**src/hw/rtl/sfpf_pkg.sv**
```systemverilog
// sfpf_pkg: shared types and constants for the prefix-function string builder.
// Holds the item structs, status codes and alphabet constants.
// No dependencies.
`timescale 1ns / 1ps
`default_nettype none

package sfpf_pkg;

    // Alphabet size and the code of the first letter
    localparam int unsigned ALPHABET = 26;
    localparam logic [4:0]  LETTER_A = 5'd0;
    localparam logic [4:0]  LETTER_Z = 5'd25;

    // Field widths fixed by the item format
    localparam int unsigned VAL_W = 10;
    localparam int unsigned LET_W = 5;
    localparam int unsigned POS_W = 10;

    typedef enum logic [1:0] {
        ST_OK     = 2'd0,
        ST_BIG    = 2'd1,
        ST_NOFREE = 2'd2,
        ST_FULL   = 2'd3
    } t_status;

    typedef struct packed {
        logic [VAL_W-1:0] pf_value;
        logic             start_of_string;
    } t_in_item;

    typedef struct packed {
        logic [LET_W-1:0] letter;
        t_status          status;
        logic [POS_W-1:0] position;
    } t_out_item;

    typedef logic [ALPHABET-1:0] t_barred;

endpackage

`default_nettype wire

```
**src/hw/rtl/sfpf_pick.sv**
```systemverilog
// sfpf_pick: picks the lowest free letter from 'b' upward.
// Depends on sfpf_pkg for the alphabet constants.
`timescale 1ns / 1ps
`default_nettype none

module sfpf_pick (
    input  wire sfpf_pkg::t_barred i_barred,
    output logic [4:0]             o_letter,
    output logic                   o_found
);

    // priority encoder over 'b'..'z', lowest index wins
    always_comb begin
        o_letter = sfpf_pkg::LETTER_A;
        o_found  = 1'b0;
        for (int k = sfpf_pkg::ALPHABET - 1; k >= 1; k--) begin
            if (!i_barred[k]) begin
                o_letter = 5'(k);
                o_found  = 1'b1;
            end
        end
    end

endmodule

`default_nettype wire

```
**config.mk**
```make
export PLATFORM = sky130hd
export DESIGN_NAME = sfpf_pick
export DESIGN_NICKNAME = d
export VERILOG_FILES = /design/src/hw/rtl/sfpf_pkg.sv /design/src/hw/rtl/sfpf_pick.sv
export SDC_FILE = /design/constraint.sdc
export NUM_CORES = 1
export LEC_CHECK = 0
export BUFFER_PORTS_ARGS = -buffer_cell sky130_fd_sc_hd__clkbuf_2
export CORE_AREA = 2 2 39 41
export DETAILED_ROUTE_END_ITERATION = 8
export DIE_AREA = 0 0 41 43
export PLACE_DENSITY = 0.56
export SLEW_MARGIN = 20
export SYNTH_ARGS = -nofsm -noshare
export SYNTH_HDL_FRONTEND = slang
export SYNTH_SLANG_ARGS = --single-unit
export TNS_END_PERCENT = 1
```
**constraint.sdc**
```tcl
create_clock -name vclk -period 0.95
set_input_delay 0.0475 -clock vclk [all_inputs]
set_output_delay 0.0475 -clock vclk [all_outputs]
set_load 0.05 [all_outputs]
```
After elaboration in Yosys (flattened, before gate mapping). Cells that the tools add are included.

Bits in registers: 0. Input bits: 26. Output and inout bits: 6. Logic and storage cells: 50.

Muxes and demuxes: 50.

Operators with widths (count): $mux W5 (25); $mux W1 (25).

Logic depth before layout (Yosys ltp).
Word-level depth: 25. Mapped depth: 5. Mapped depth without buffers: 5.

Worst setup path after synthesis. No wires, ideal clock.

Kind: input to output. Start: in i_barred[8]. End: out o_letter[4]. Arrival: 1.601 ns. Data required time: 0.902 ns. Slack: -0.698 ns. Stages on the path: 3. Path buffers: 0. Cells stage by stage: nand4_1 > nor3_1 > nor3b_1.

Word-level cells in the longest chain between the ends: 8.

Ends and longest elaborated chain: start: declaration (RTL line sfpf_pick.sv:7) `input wire sfpf_pkg::t_barred i_barred,`; $mux W5 (8 in series) (RTL line sfpf_pick.sv:17) `if (!i_barred[k]) begin`; end: declaration (RTL line sfpf_pick.sv:8) `output logic [4:0] o_letter,`.

No other way between the ends.

Final worst setup path.
Start: in i_barred[13]. End: out o_letter[2].

Word-level cells in the longest chain between the ends: 13.

Ends and longest elaborated chain (RTL line): $mux W5 (13 in series) (sfpf_pick.sv:17).

No other way between the ends.

==> metrics.yaml <==
power:
  finalPower_mw: 0.240
  p_leak_nw: 0.332
  power_frac_seq: 0
  p_clk_frac: 0
  p_int_mw: 0.124
  swShare: 0.483
  combPwrFrac: 1.000
  p_sw_mw: 0.116
  vdd_drop_max_uv: 193
  power_density_nw_per_um2: 363
flow_run:
  maxCapViolCount: 0
sta:
  fmax_mhz: 913
  whs_ns: 0.559
  worst_slew_pin_slew_ns: 0.221
  final-hold-violation-count: 0
  setup_ws_ns: -0.146
  setup_viol: 4
  period_share: 1.15
  slew_viol_final: 0
  relSlewSlack: 0.851
  tns_ns: -0.256
  fin_crit_ns: 1.10
  rsz0062_at_grt: "yes"
placement:
  placed_cells_incl_taps: 116
  hpwlAfterDp_um: 993
  portBuffers: 31
  gp_congestion: 0.726
  place_ws_ns: -0.188
  dpl-instance-area_um2: 609
cells_and_area:
  clock_buffers: 0
  seq_area_um2: 0
  fillCellCount: 140
  fin_util: 0.478
  final-instance-count-excl-fill: 116
  fin_nets: 128
  num_antenna_cells: 0
  design.seq.count: 0
  multi_input_area_um2: 283
  synthToLayoutAreaGrowth_pct: 131
  drive_gt1_frac: 0.540
  final_area_um2: 662
hold_path:
  min_delay_worst_endpoint: "o_letter[2]"
  min_delay_path_depth: 5
  holdCritStartpoint: "i_barred[1]"
  min_path_type: "in -> out"
drt:
  wl_um: 1040
  drt_drc_violations_left: 0
  vias_per_cell: 4.75
  ant_nets: 0
  drt_iter0_drc: 6
  num_vias: 551
  wire_per_inst_um: 9.00
  drtPass1Iterations: 4
synth:
  syn_nets: 79
  synth_cells: 53
  ys.warnings.count: 0
  syn_avg_cell_area_um2: 5.41
  synth_seq_area_share: 0
  synthDistinctLibCells: 23
  synth_area_um2: 287
die:
  fp-row-count: 14
  ios: 32
  die-height_um: 43
  coreArea_um2: 1380
  start_util: 0.207
  fp.dieW_um: 41
  dieArea_um2: 1760
global_route:
  globalRouteMet2Util: 0.231
  met1_usage: 0.174
  grt_antenna_before_repair: 0
  globalRouteOverflowTotal: 0
  use_met3: 0
  grt_usage: 0.129
  grt_max_degree: 5
  grt_pass1_vias: 472
  grt_most_used_layer: "met2"
  grt_pass1_wl_um: 1720
status:
  status: "complete, but fails checks"
  failed_checks: "negative setup slack"
worst_setup_path:
  start_kind: "input port"
  cp.arrival_ns: 1.05
  crit_type: "in -> out"
  cp_max_fo: 2
  critPathCaptureType: "output pin"
  required_ns: 0.90
cts:
  cts_hold_buf: 0
  post-cts-setup-buffers: 0
[synthesized netlist by cell type (all sizes together)]
library cell  count  area share
nor3b             1       0.026
a21oi             6        0.10
nor4              1       0.022
o2111ai           1       0.031
nand2b            1       0.022
nor3              1       0.017
nand4             6        0.13
o221ai            1       0.031
inv               5       0.066
nand3b            2       0.052
nand2            11        0.16
a21boi            1       0.026
or2               1       0.022
or3               1       0.022
a31oi             2       0.044
o21bai            1       0.026
o21ai             3       0.052
nor2              2       0.035
nor2b             1       0.022
nand3             5       0.087
[kinds of logic after synthesis]
group	synth area share
and+or+nand+nor	0.620
buffers and inverters	0.0655
AOI/OAI and AO/OA	0.314
[repair_timing]
action	4_1_cts	5_1_grt
endpoints found under the setup margin	5	6
resized for setup	9	8
pin swaps	4	3
endpoints found under the hold margin	0	0
[critical path, stage by stage]
cell and delay [ns]:
clkbuf_2 0.09, buf_4 0.13, nand4_1 0.09, a21oi_1 0.05
or3_1 0.32, a21oi_2 0.18, buf_12 0.15
[power groups by stage]
| stage | registers, mW | logic [mW] | clock network (mW) |
|---|---|---|---|
| after floorplan | 0 | 0.0823 | 0 |
| after global placement | 0 | 0.222 | 0 |
| after detailed placement | 0 | 0.224 | 0 |
| after CTS | 0 | 0.232 | 0 |
| after global routing | 0 | 0.264 | 0 |
| final | 0 | 0.240 | 0 |
[layout by cell type, fill, tap and decap left out]
| master | netlist | layout |
|---|---|---|
| nand3b_1 | 2 | 2 |
| nor3b_2 | 0 | 1 |
| or3_1 | 1 | 1 |
| nor2b_1 | 1 | 1 |
| nor2_2 | 1 | 1 |
| nand4_1 | 6 | 6 |
| a21oi_2 | 0 | 2 |
| nand2b_1 | 1 | 1 |
| nand2_2 | 2 | 2 |
| a31oi_1 | 2 | 2 |
| clkbuf_8 | 0 | 3 |
| a21oi_1 | 6 | 4 |
| buf_4 | 0 | 17 |
| o21ai_1 | 1 | 2 |
| buf_12 | 0 | 1 |
| buf_6 | 0 | 3 |
| a21boi_1 | 0 | 1 |
| nor4_1 | 1 | 1 |
| o2111ai_1 | 1 | 1 |
| nand2_1 | 9 | 9 |
| clkbuf_2 | 0 | 22 |
| nor2_1 | 1 | 1 |
| o21ai_0 | 2 | 1 |
| inv_1 | 5 | 5 |
| clkbuf_4 | 0 | 1 |
| nor3_1 | 1 | 1 |
| nand3_1 | 5 | 5 |
| or2_4 | 0 | 1 |
| o221ai_1 | 1 | 1 |
| o21bai_1 | 1 | 1 |
[how the worst max path moves through the flow]
stage / startpoint / end / slack, ns / depth (start not counted)
finish: i_barred[13] / o_letter[2] / -0.15 / 7
global route: i_barred[13] / o_letter[2] / -0.19 / 7
CTS: i_barred[19] / o_letter[2] / -0.16 / 7
detailed placement: i_barred[17] / o_letter[2] / -0.19 / 7
global placement: i_barred[17] / o_letter[2] / -0.18 / 7
floorplan: i_barred[8] / o_letter[4] / -0.27 / 3
[layer usage]
layer,vias up,routed length [um],share of wire
li1,298,-,-
met1,233,447,0.43
met2,20,512,0.49
met3,0,83,0.080
met4,0,0,0
met5,-,0,0
[final cells by class]
cell class	instances	area share
multi-input combinational	48	0.427
inverter	5	0.0284
timing repair buffer	47	0.514
tap	16	0.0302
(Power assumes the default switching activity.)
