File: src/hw/rtl/sfpf_ram.sv
// sfpf_ram: generic single-write, single-read synchronous RAM.
// Read data is registered. No dependencies.
`timescale 1ns / 1ps
`default_nettype none

module sfpf_ram #(
    parameter int WIDTH = 8,
    parameter int DEPTH = 16,
    localparam int AW   = (DEPTH > 1) ? $clog2(DEPTH) : 1
) (
    input  wire logic             i_clk,
    input  wire logic             i_we,
    input  wire logic [AW-1:0]    i_waddr,
    input  wire logic [WIDTH-1:0] i_wdata,
    input  wire logic             i_re,
    input  wire logic [AW-1:0]    i_raddr,
    output logic      [WIDTH-1:0] o_rdata
);

    logic [WIDTH-1:0] r_mem [DEPTH];

    always_ff @(posedge i_clk) begin
        if (i_we) begin
            r_mem[i_waddr] <= i_wdata;
        end
        if (i_re) begin
            o_rdata <= r_mem[i_raddr];
        end
    end

endmodule

`default_nettype wire

File: config.mk
export PLATFORM = sky130hd
export DESIGN_NAME = sfpf_ram
export DESIGN_NICKNAME = d
export VERILOG_FILES = /design/src/hw/rtl/sfpf_ram.sv
export SDC_FILE = /design/constraint.sdc
export NUM_CORES = 1
export LEC_CHECK = 0
export BUFFER_PORTS_ARGS = -buffer_cell sky130_fd_sc_hd__buf_2
export CORE_UTILIZATION = 45
export DETAILED_ROUTE_END_ITERATION = 7
export PLACE_DENSITY_LB_ADDON = 0.15
export SYNTH_ARGS = -nofsm -noshare
export SYNTH_HDL_FRONTEND = slang
export SYNTH_SLANG_ARGS = --single-unit
File: constraint.sdc
create_clock -name i_clk -period 2.5 [get_ports i_clk]
set_input_delay 0.25 -clock i_clk [delete_from_list [all_inputs] [get_ports i_clk]]
set_output_delay 0.25 -clock i_clk [all_outputs]
set_load 0.02 [all_outputs]
### Word-level counts from Yosys, hierarchy flattened

Memory sizes are Yosys's and may differ from the RTL's. A register that Yosys moved wholly into a read port is not among the register bits.
Index checks and enable logic that the tools add are counted.

| word-level totals | value |
|---|---|
| bits in registers | 0 |
| bits in latches | 0 |
| RAM bits | 128 |
| memory bits (read-only) | 0 |
| input bits | 19 |
| output and inout port bits | 8 |
| logic and storage cells | 3 |
| memories | 1 |

Memories:

| name | depth | width | read ports | clocked after memory_dff | wr ports | RTL line | text |
|---|---|---|---|---|---|---|---|
| r_mem | 16 | 8 | 1 | 1 | 1 | 20 | `logic [WIDTH-1:0] r_mem [DEPTH];` |

| cells by class | value |
|---|---|
| $add $sub $neg | 0 |
| multiply operators | 0 |
| div/mod/pow operators | 0 |
| order comparisons | 0 |
| eq/ne operators | 0 |
| shifts and indexed selects | 0 |
| multiplexer cells | 2 |
| bitwise gates (word level) | 0 |
| reduce and logical (&&, ||, !) cells | 0 |

Operators by type and width:

| kind | number |
|---|---|
| $mux W1 | 2 |

### Depth between registers and ports, before layout

Gate-level depths: netlist of run 1.

| logic depth | value |
|---|---|
| depth after elaboration | 2 |
| depth in mapped cells | 5 |
| depth with buffers taken out | 3 |

### Worst setup path before layout of run 1

No wires, ideal clock.

| timing | value |
|---|---|
| kind | input to register |
| start | input i_waddr[2] |
| end | memory r_mem[0][0] (enable) |
| setup time | 0.383 ns |
| arrival | 1.360 ns |
| data required time | 2.117 ns |
| setup slack | 0.757 ns |
| cell stages on the path | 2 |
| buffers on the path | 0 |
| cells stage by stage | or3b_2 nor3_1 |

RTL lines:

| what | RTL line | text |
|---|---|---|
| start, declared | 13 | `input wire logic [AW-1:0] i_waddr,` |
| end, declared | 20 |  |

No word-level cell before the write port.

==> results.tsv, run 1 <==
stage	metric	value	unit
cells_and_area	multi_input_area	1060	um^2
clock_tree	cts_sinks	136	
cells_and_area	nets	307	
worst_setup_path	required	2660	ps
floorplan	rows	38	
global_routing	antenna_found_initial	0	
global_routing	grt_max_degree	25	
detailed_routing	viasPerCell	5.45	
placed_design	io_buffers	26	
worst_setup_path	cp-end-kind	flip-flop	
worst_setup_path	worstPathMaxFanout	24	
worst_setup_path	reg2reg_slack	960	ps
placed_design	place_area	5650	um^2
global_routing	first_global_vias	2395	
worst_setup_path	cp-start-kind	input pin	
logic_synthesis	syn-cell-area	5230	um^2
placed_design	gp_congestion	0.772	
clock_tree	cts_root_buf	clkbuf_16	
floorplan	die_w	110	um
job	cap_viol_max_count	0	
detailed_routing	drc	0	
sta	max_freq	0.633	GHz
clock_tree	postCtsSetupBuffers	0	
cells_and_area	final-seq-area	4080	um^2
clock_tree	cts_tree	built	
sta	slew_violations	0	
sta	setup_violations	0	
cells_and_area	fillers	806	
clock_tree	clockBufferDepth	2	
detailed_routing	totalWireLength	10.2	mm
logic_synthesis	ys_warn_count	0	
hold_path	hold_end	o_rdata[1]	
sta	tightest_slew	883	ps
detailed_routing	post_drt_wl_per_cell	23.2	um
sta	fin_crit	1580	ps
worst_setup_path	timing_worst_setup_path_type	in -> reg	
clock_tree	cts-resized-gates	0	
detailed_routing	first_pass_iters	4	
logic_synthesis	post_synth_num_cell_types	18	
sta	finalCritPeriodShare	63.2	%
detailed_routing	drt_iter0_drc	158	
power	vdd_drop_max	0.432	mV
clock_tree	hold_buffers	0	
floorplan	pin_count	27	
power	p_leak	2.17	nW
sta	rsz0062_at_grt	no	
worst_setup_path	ff2ff_path_depth	3	
clock_tree	cts_made_buffers	17	
floorplan	fp.dieH	110	um
cells_and_area	final_util	57.0	%
worst_setup_path	worst-endpoint-arrival	1740	ps
placed_design	dpl.cell_count	409	
floorplan	start_util	47.2	%
hold_path	hp-class	in -> reg	
cells_and_area	area_growth	20.7	%
logic_synthesis	syn_nets	248	
clock_tree	clk-insertion-delay-late	420	ps
hold_path	whs_path_depth	1	
floorplan	core_area	11100	um^2
cells_and_area	drive_gt1_share	32.6	%
sta	hold_viol	0	
logic_synthesis	synth_cells	229	
detailed_routing	antenna_left	0	
sta	finalClockSkew	21.4	ps
cells_and_area	instances_no_fill	441	
placed_design	place_hpwl	6.62	mm
power	power_density	884	nW/um^2
global_routing	grt_pass1_wl	15.0	mm
outcome	status	finished, final reports clean	
cells_and_area	diodes	0	
global_routing	grt.total_usage	19.1	%
logic_synthesis	synth_seq_area_share	78.1	%
sta	setup_tns	0	ps
detailed_routing	num_vias	2402	
floorplan	die_area	12100	um^2
sta	whs	207	ps
worst_setup_path	reg2reg_to	o_rdata[2]	
clock_tree	clkTransAtPathRegs	60	ps
logic_synthesis	synth-seq-cells	136	
global_routing	grt_overflow	0	
worst_setup_path	worstReg2RegStart	r_mem[1][2]	
clock_tree	htree_levels	4	
sta	slew_headroom	41.0	%
hold_path	hold_start	i_re	
logic_synthesis	avgSynthCellArea	22.8	um^2
cells_and_area	postLayoutCellArea	6310	um^2
-- flip-flops by register name (all words and copies together) (netlist names) --
name	count
o_rdata	8
r_mem	128
-- worst max path at each step --
stage / start / end / slack [ps] / cells past startpoint
floorplan: i_waddr[2] / r_mem[0][0] / 760 / 2
global placement: i_raddr[0] / o_rdata[5] / 510 / 5
detailed placement: i_raddr[0] / o_rdata[5] / 500 / 5
CTS: i_raddr[0] / o_rdata[5] / 910 / 5
global route: i_raddr[0] / o_rdata[0] / 820 / 5
finish: i_raddr[0] / o_rdata[5] / 920 / 5
-- through the flow --
| stage | power (mW) | setup WS [ps] |
|---|---|---|
| after detailed placement | 2.88 | 496 |
| after floorplan | 2.77 | 757 |
| final | 5.58 | 920 |
| after global placement | 2.88 | 505 |
| after global routing | 5.75 | 821 |
| after CTS | 5.62 | 912 |
-- layer usage --
metal	global-route usage (%)	up-vias	routed length, um	part of all wire [%]
li1	-	1099	-	-
met1	28.2	1221	4600	45
met2	26.6	78	4820	47
met3	4.68	4	719	7.0
met4	9.24	0	78	0.76
met5	0	-	0	0
-- Yosys cell counts --
cell / n / area [um^2]
nor3_1: 4 / 20.0
nor2b_1: 1 / 6.26
and2b_1: 1 / 7.51
mux4_1: 14 / 368
buf_4: 1 / 7.51
nor2_1: 13 / 48.8
mux4_2: 18 / 405
or3b_2: 1 / 8.76
nand3b_1: 2 / 15.0
nand2_1: 9 / 33.8
buf_2: 3 / 15.0
nand3_1: 1 / 5.00
nand2b_1: 2 / 12.5
a22oi_1: 16 / 120
buf_6: 3 / 33.8
edfxtp_1: 136 / 4080
and2_1: 1 / 6.26
clkdlybuf4s25_2: 3 / 30.0
-- cell usage in the layout (no fill, tap or decap) --
cell type / instances
clkbuf_16: 17
nand2b_1: 2
and2_1: 1
nand2_1: 9
buf_2: 26
nor2b_1: 1
and2b_1: 1
nor3_1: 4
bufinv_16: 6
clkinv_2: 3
clkinv_1: 2
or3b_2: 1
buf_4: 22
mux4_1: 14
nand3b_1: 2
nand3_1: 1
nor2_1: 13
edfxtp_1: 136
clkbuf_1: 1
buf_12: 2
clkinv_4: 3
a22oi_1: 16
mux4_2: 18
-- cell type report --
cell class	instances	share of cell area [%]
Clock buffer	18	6.80
Clock inverter	14	3.63
Multi-Input combinational cell	83	16.8
Sequential cell	136	64.7
Tap cell	140	2.78
Timing Repair Buffer	50	5.31
-- kinds of logic after synthesis --
group / share of synthesized area [%]
DFF: 78.1
and+or+nand+nor: 3.14
muxes: 14.8
AOI/OAI and AO/OA: 2.30
buffers and inverters: 1.65
-- critical path: stages --
cell	delay, ps
buf_2	280
buf_12	270
mux4_1	600
a22oi_1	220
nand2_1	90
-- report_power, final --
| group | internal [mW] | leakage (nW) | total (mW) | switching, mW |
|---|---|---|---|---|
| Combinational | 0.103 | 0.610 | 0.248 | 0.146 |
| Clock | 1.86 | 0.323 | 2.75 | 0.888 |
| Sequential | 2.57 | 1.24 | 2.58 | 0.0116 |
No activity file was read; power rests on OpenSTA's default activity.
==> inputs of run 2 (changes only) <==
- clock period: 2.5 -> 1.3 ns (I/O delays scaled with it)
==> results.tsv, run 2 (synthesis gave the netlist of run 1 again) <==
stage	metric	value	unit
outcome	status	complete, but fails checks	
outcome	violations	setup timing	
cells_and_area	fillers	821	
detailed_routing	antenna_left	0	
worst_setup_path	worst-endpoint-arrival	1540	ps
cells_and_area	nets	310	
cells_and_area	final_cell_mix	edfxtp_1 (136), mux4_2 (32), buf_2 (26)	
clock_tree	htree_levels	4	
sta	max_freq	0.723	GHz
clock_tree	cts_sinks	136	
sta	slew_headroom	30.1	%
detailed_routing	num_vias	2405	
floorplan	start_util	47.2	%
worst_setup_path	cp-start-kind	flip-flop	
global_routing	grt_pass1_wl	14.8	mm
clock_tree	cts_root_buf	clkbuf_16	
worst_setup_path	crit_buf_inv	0	
sta	finalClockSkew	7.08	ps
global_routing	first_global_vias	2561	
worst_setup_path	worstReg2RegStart	r_mem[0][3]	
floorplan	die_w	110	um
clock_tree	cts_tree	built	
sta	tightest_slew	1050	ps
floorplan	rows	38	
cells_and_area	area_growth	20.7	%
clock_tree	clockBufferDepth	2	
clock_tree	cts_made_buffers	17	
clock_tree	hold_buffers	0	
floorplan	core_area	11100	um^2
sta	finalCritPeriodShare	106	%
power	vdd_drop_max	0.776	mV
worst_setup_path	worstPathMaxFanout	1	
cells_and_area	multi_input_area	1070	um^2
floorplan	pin_count	27	
worst_setup_path	ff2ff_path_depth	3	
worst_setup_path	reg2reg_slack	-80	ps
global_routing	grt.total_usage	18.5	%
hold_path	hold_end	r_mem[13][5]	
power	power_density	1600	nW/um^2
sta	whs	105	ps
detailed_routing	post_drt_wl_per_cell	22.0	um
clock_tree	clk-insertion-delay-late	410	ps
sta	finalWorstSetupSlack	-82.9	ps
worst_setup_path	required	1450	ps
job	cap_viol_max_count	0	
cells_and_area	final-seq-area	4080	um^2
worst_setup_path	reg2reg_to	o_rdata[3]	
cells_and_area	top_regs	r_mem x128, o_rdata x8	
placed_design	gp_congestion	0.689	
hold_path	hold_start	i_wdata[5]	
global_routing	antenna_found_initial	0	
clock_tree	clkTransAtPathRegs	50	ps
detailed_routing	viasPerCell	5.42	
clock_tree	postCtsSetupBuffers	0	
cells_and_area	postLayoutCellArea	6310	um^2
sta	hold_viol	0	
placed_design	place_hpwl	6.45	mm
global_routing	grt_overflow	0	
detailed_routing	first_pass_iters	4	
hold_path	hp-class	in -> reg	
placed_design	io_buffers	26	
worst_setup_path	slowest_stage	mux4_2	
worst_setup_path	cp_top_family	multiplexers	
detailed_routing	drt_iter0_drc	200	
detailed_routing	totalWireLength	9.78	mm
cells_and_area	diodes	0	
power	p_leak	2.10	nW
floorplan	die_area	12100	um^2
global_routing	grt_max_degree	17	
worst_setup_path	timing_worst_setup_path_type	reg -> reg	
cells_and_area	largest_reg_flops	128	
cells_and_area	drive_gt1_share	41.1	%
floorplan	fp.dieH	110	um
sta	slew_violations	0	
worst_setup_path	cp-end-kind	flip-flop	
detailed_routing	drc	0	
sta	setup_violations	8	
worst_setup_path	path_cells	mux4_2 > a22oi_2 > nand2_1	
worst_setup_path	critPathMaxStageDelay	470	ps
hold_path	whs_path_depth	1	
sta	fin_crit	1380	ps
sta	rsz0062_at_grt	yes	
cells_and_area	top_register	r_mem	
cells_and_area	mostFrequentLayoutCell	edfxtp_1	
placed_design	place_area	5690	um^2
-- run 2: changes by cell type in the layout (fill, tap and decap cells not counted) --
cell	previous run	this run
nor3_2	0	3
clkinv_2	3	4
nor3_1	4	1
a22oi_2	0	11
clkinv_4	3	0
a22oi_1	16	5
clkbuf_1	1	3
mux4_1	14	0
buf_12	2	6
mux4_2	18	32
buf_4	22	21
clkinvlp_4	0	1
clkinv_1	2	4
bufinv_16	6	3
-- run 2: worst max path at each step --
stage / cells past startpoint / startpoint / to / slack (ps)
CTS: 3 / r_mem[0][3] / o_rdata[3] / -110
global placement: 6 / i_raddr[0] / o_rdata[6] / -390
floorplan: 2 / i_waddr[2] / r_mem[3][0] / -100
global route: 3 / r_mem[6][6] / o_rdata[6] / -160
detailed placement: 6 / i_raddr[0] / o_rdata[6] / -390
finish: 3 / r_mem[0][3] / o_rdata[3] / -80
-- run 2: worst register-to-register path: cells and delay by family (launching register included) --
kind / cells / cell delay, ps
DFF: 1 / 380
and+or+nand+nor: 1 / 70
muxes: 1 / 470
AOI/OAI and AO/OA: 1 / 200
-- run 2: layout make-up --
| cell class | count | share of cell area [%] |
|---|---|---|
| multi-input combinational | 83 | 17.0 |
| tap | 140 | 2.78 |
| timing repair buffer | 53 | 6.46 |
| clock inverter | 12 | 2.10 |
| clock buffer | 20 | 6.92 |
| sequential | 136 | 64.7 |
-- run 2: through the flow --
stage | instances | setup TNS [ps] | total power, mW | setup slack (ps) | util [%]
floorplan | 229 | -3170 | 5.35 | -96.1 | -
global placement | 412 | -4850 | 5.58 | -386 | 51.4
global route | 444 | -939 | 10.4 | -158 | 57.0
finish | 444 | -513 | 10.1 | -82.9 | 57.0
detailed placement | 412 | -5390 | 5.59 | -393 | 51.4
CTS | 444 | -725 | 10.2 | -108 | 56.7
-- run 2: timing repair --
action,in CTS,in global routing
endpoints found under the setup margin,8,8
gates resized for setup,6,6
pin swaps,5,3
-- run 2: power by group --
| part | switching (mW) | internal [mW] | leakage (nW) |
|---|---|---|---|
| Combinational | 0.294 | 0.240 | 0.589 |
| Clock | 1.62 | 2.97 | 0.277 |
| Sequential | 0.0290 | 4.94 | 1.24 |
-- run 2: per-layer routing --
metal | global-route usage, % | share of wire (%) | up-vias
met2 | 30.6 | 52 | 70
li1 | - | - | 1092
met1 | 23.3 | 42 | 1235
met3 | 4.45 | 4.7 | 8
met4 | 8.29 | 0.86 | 0
met5 | 0 | 0 | -
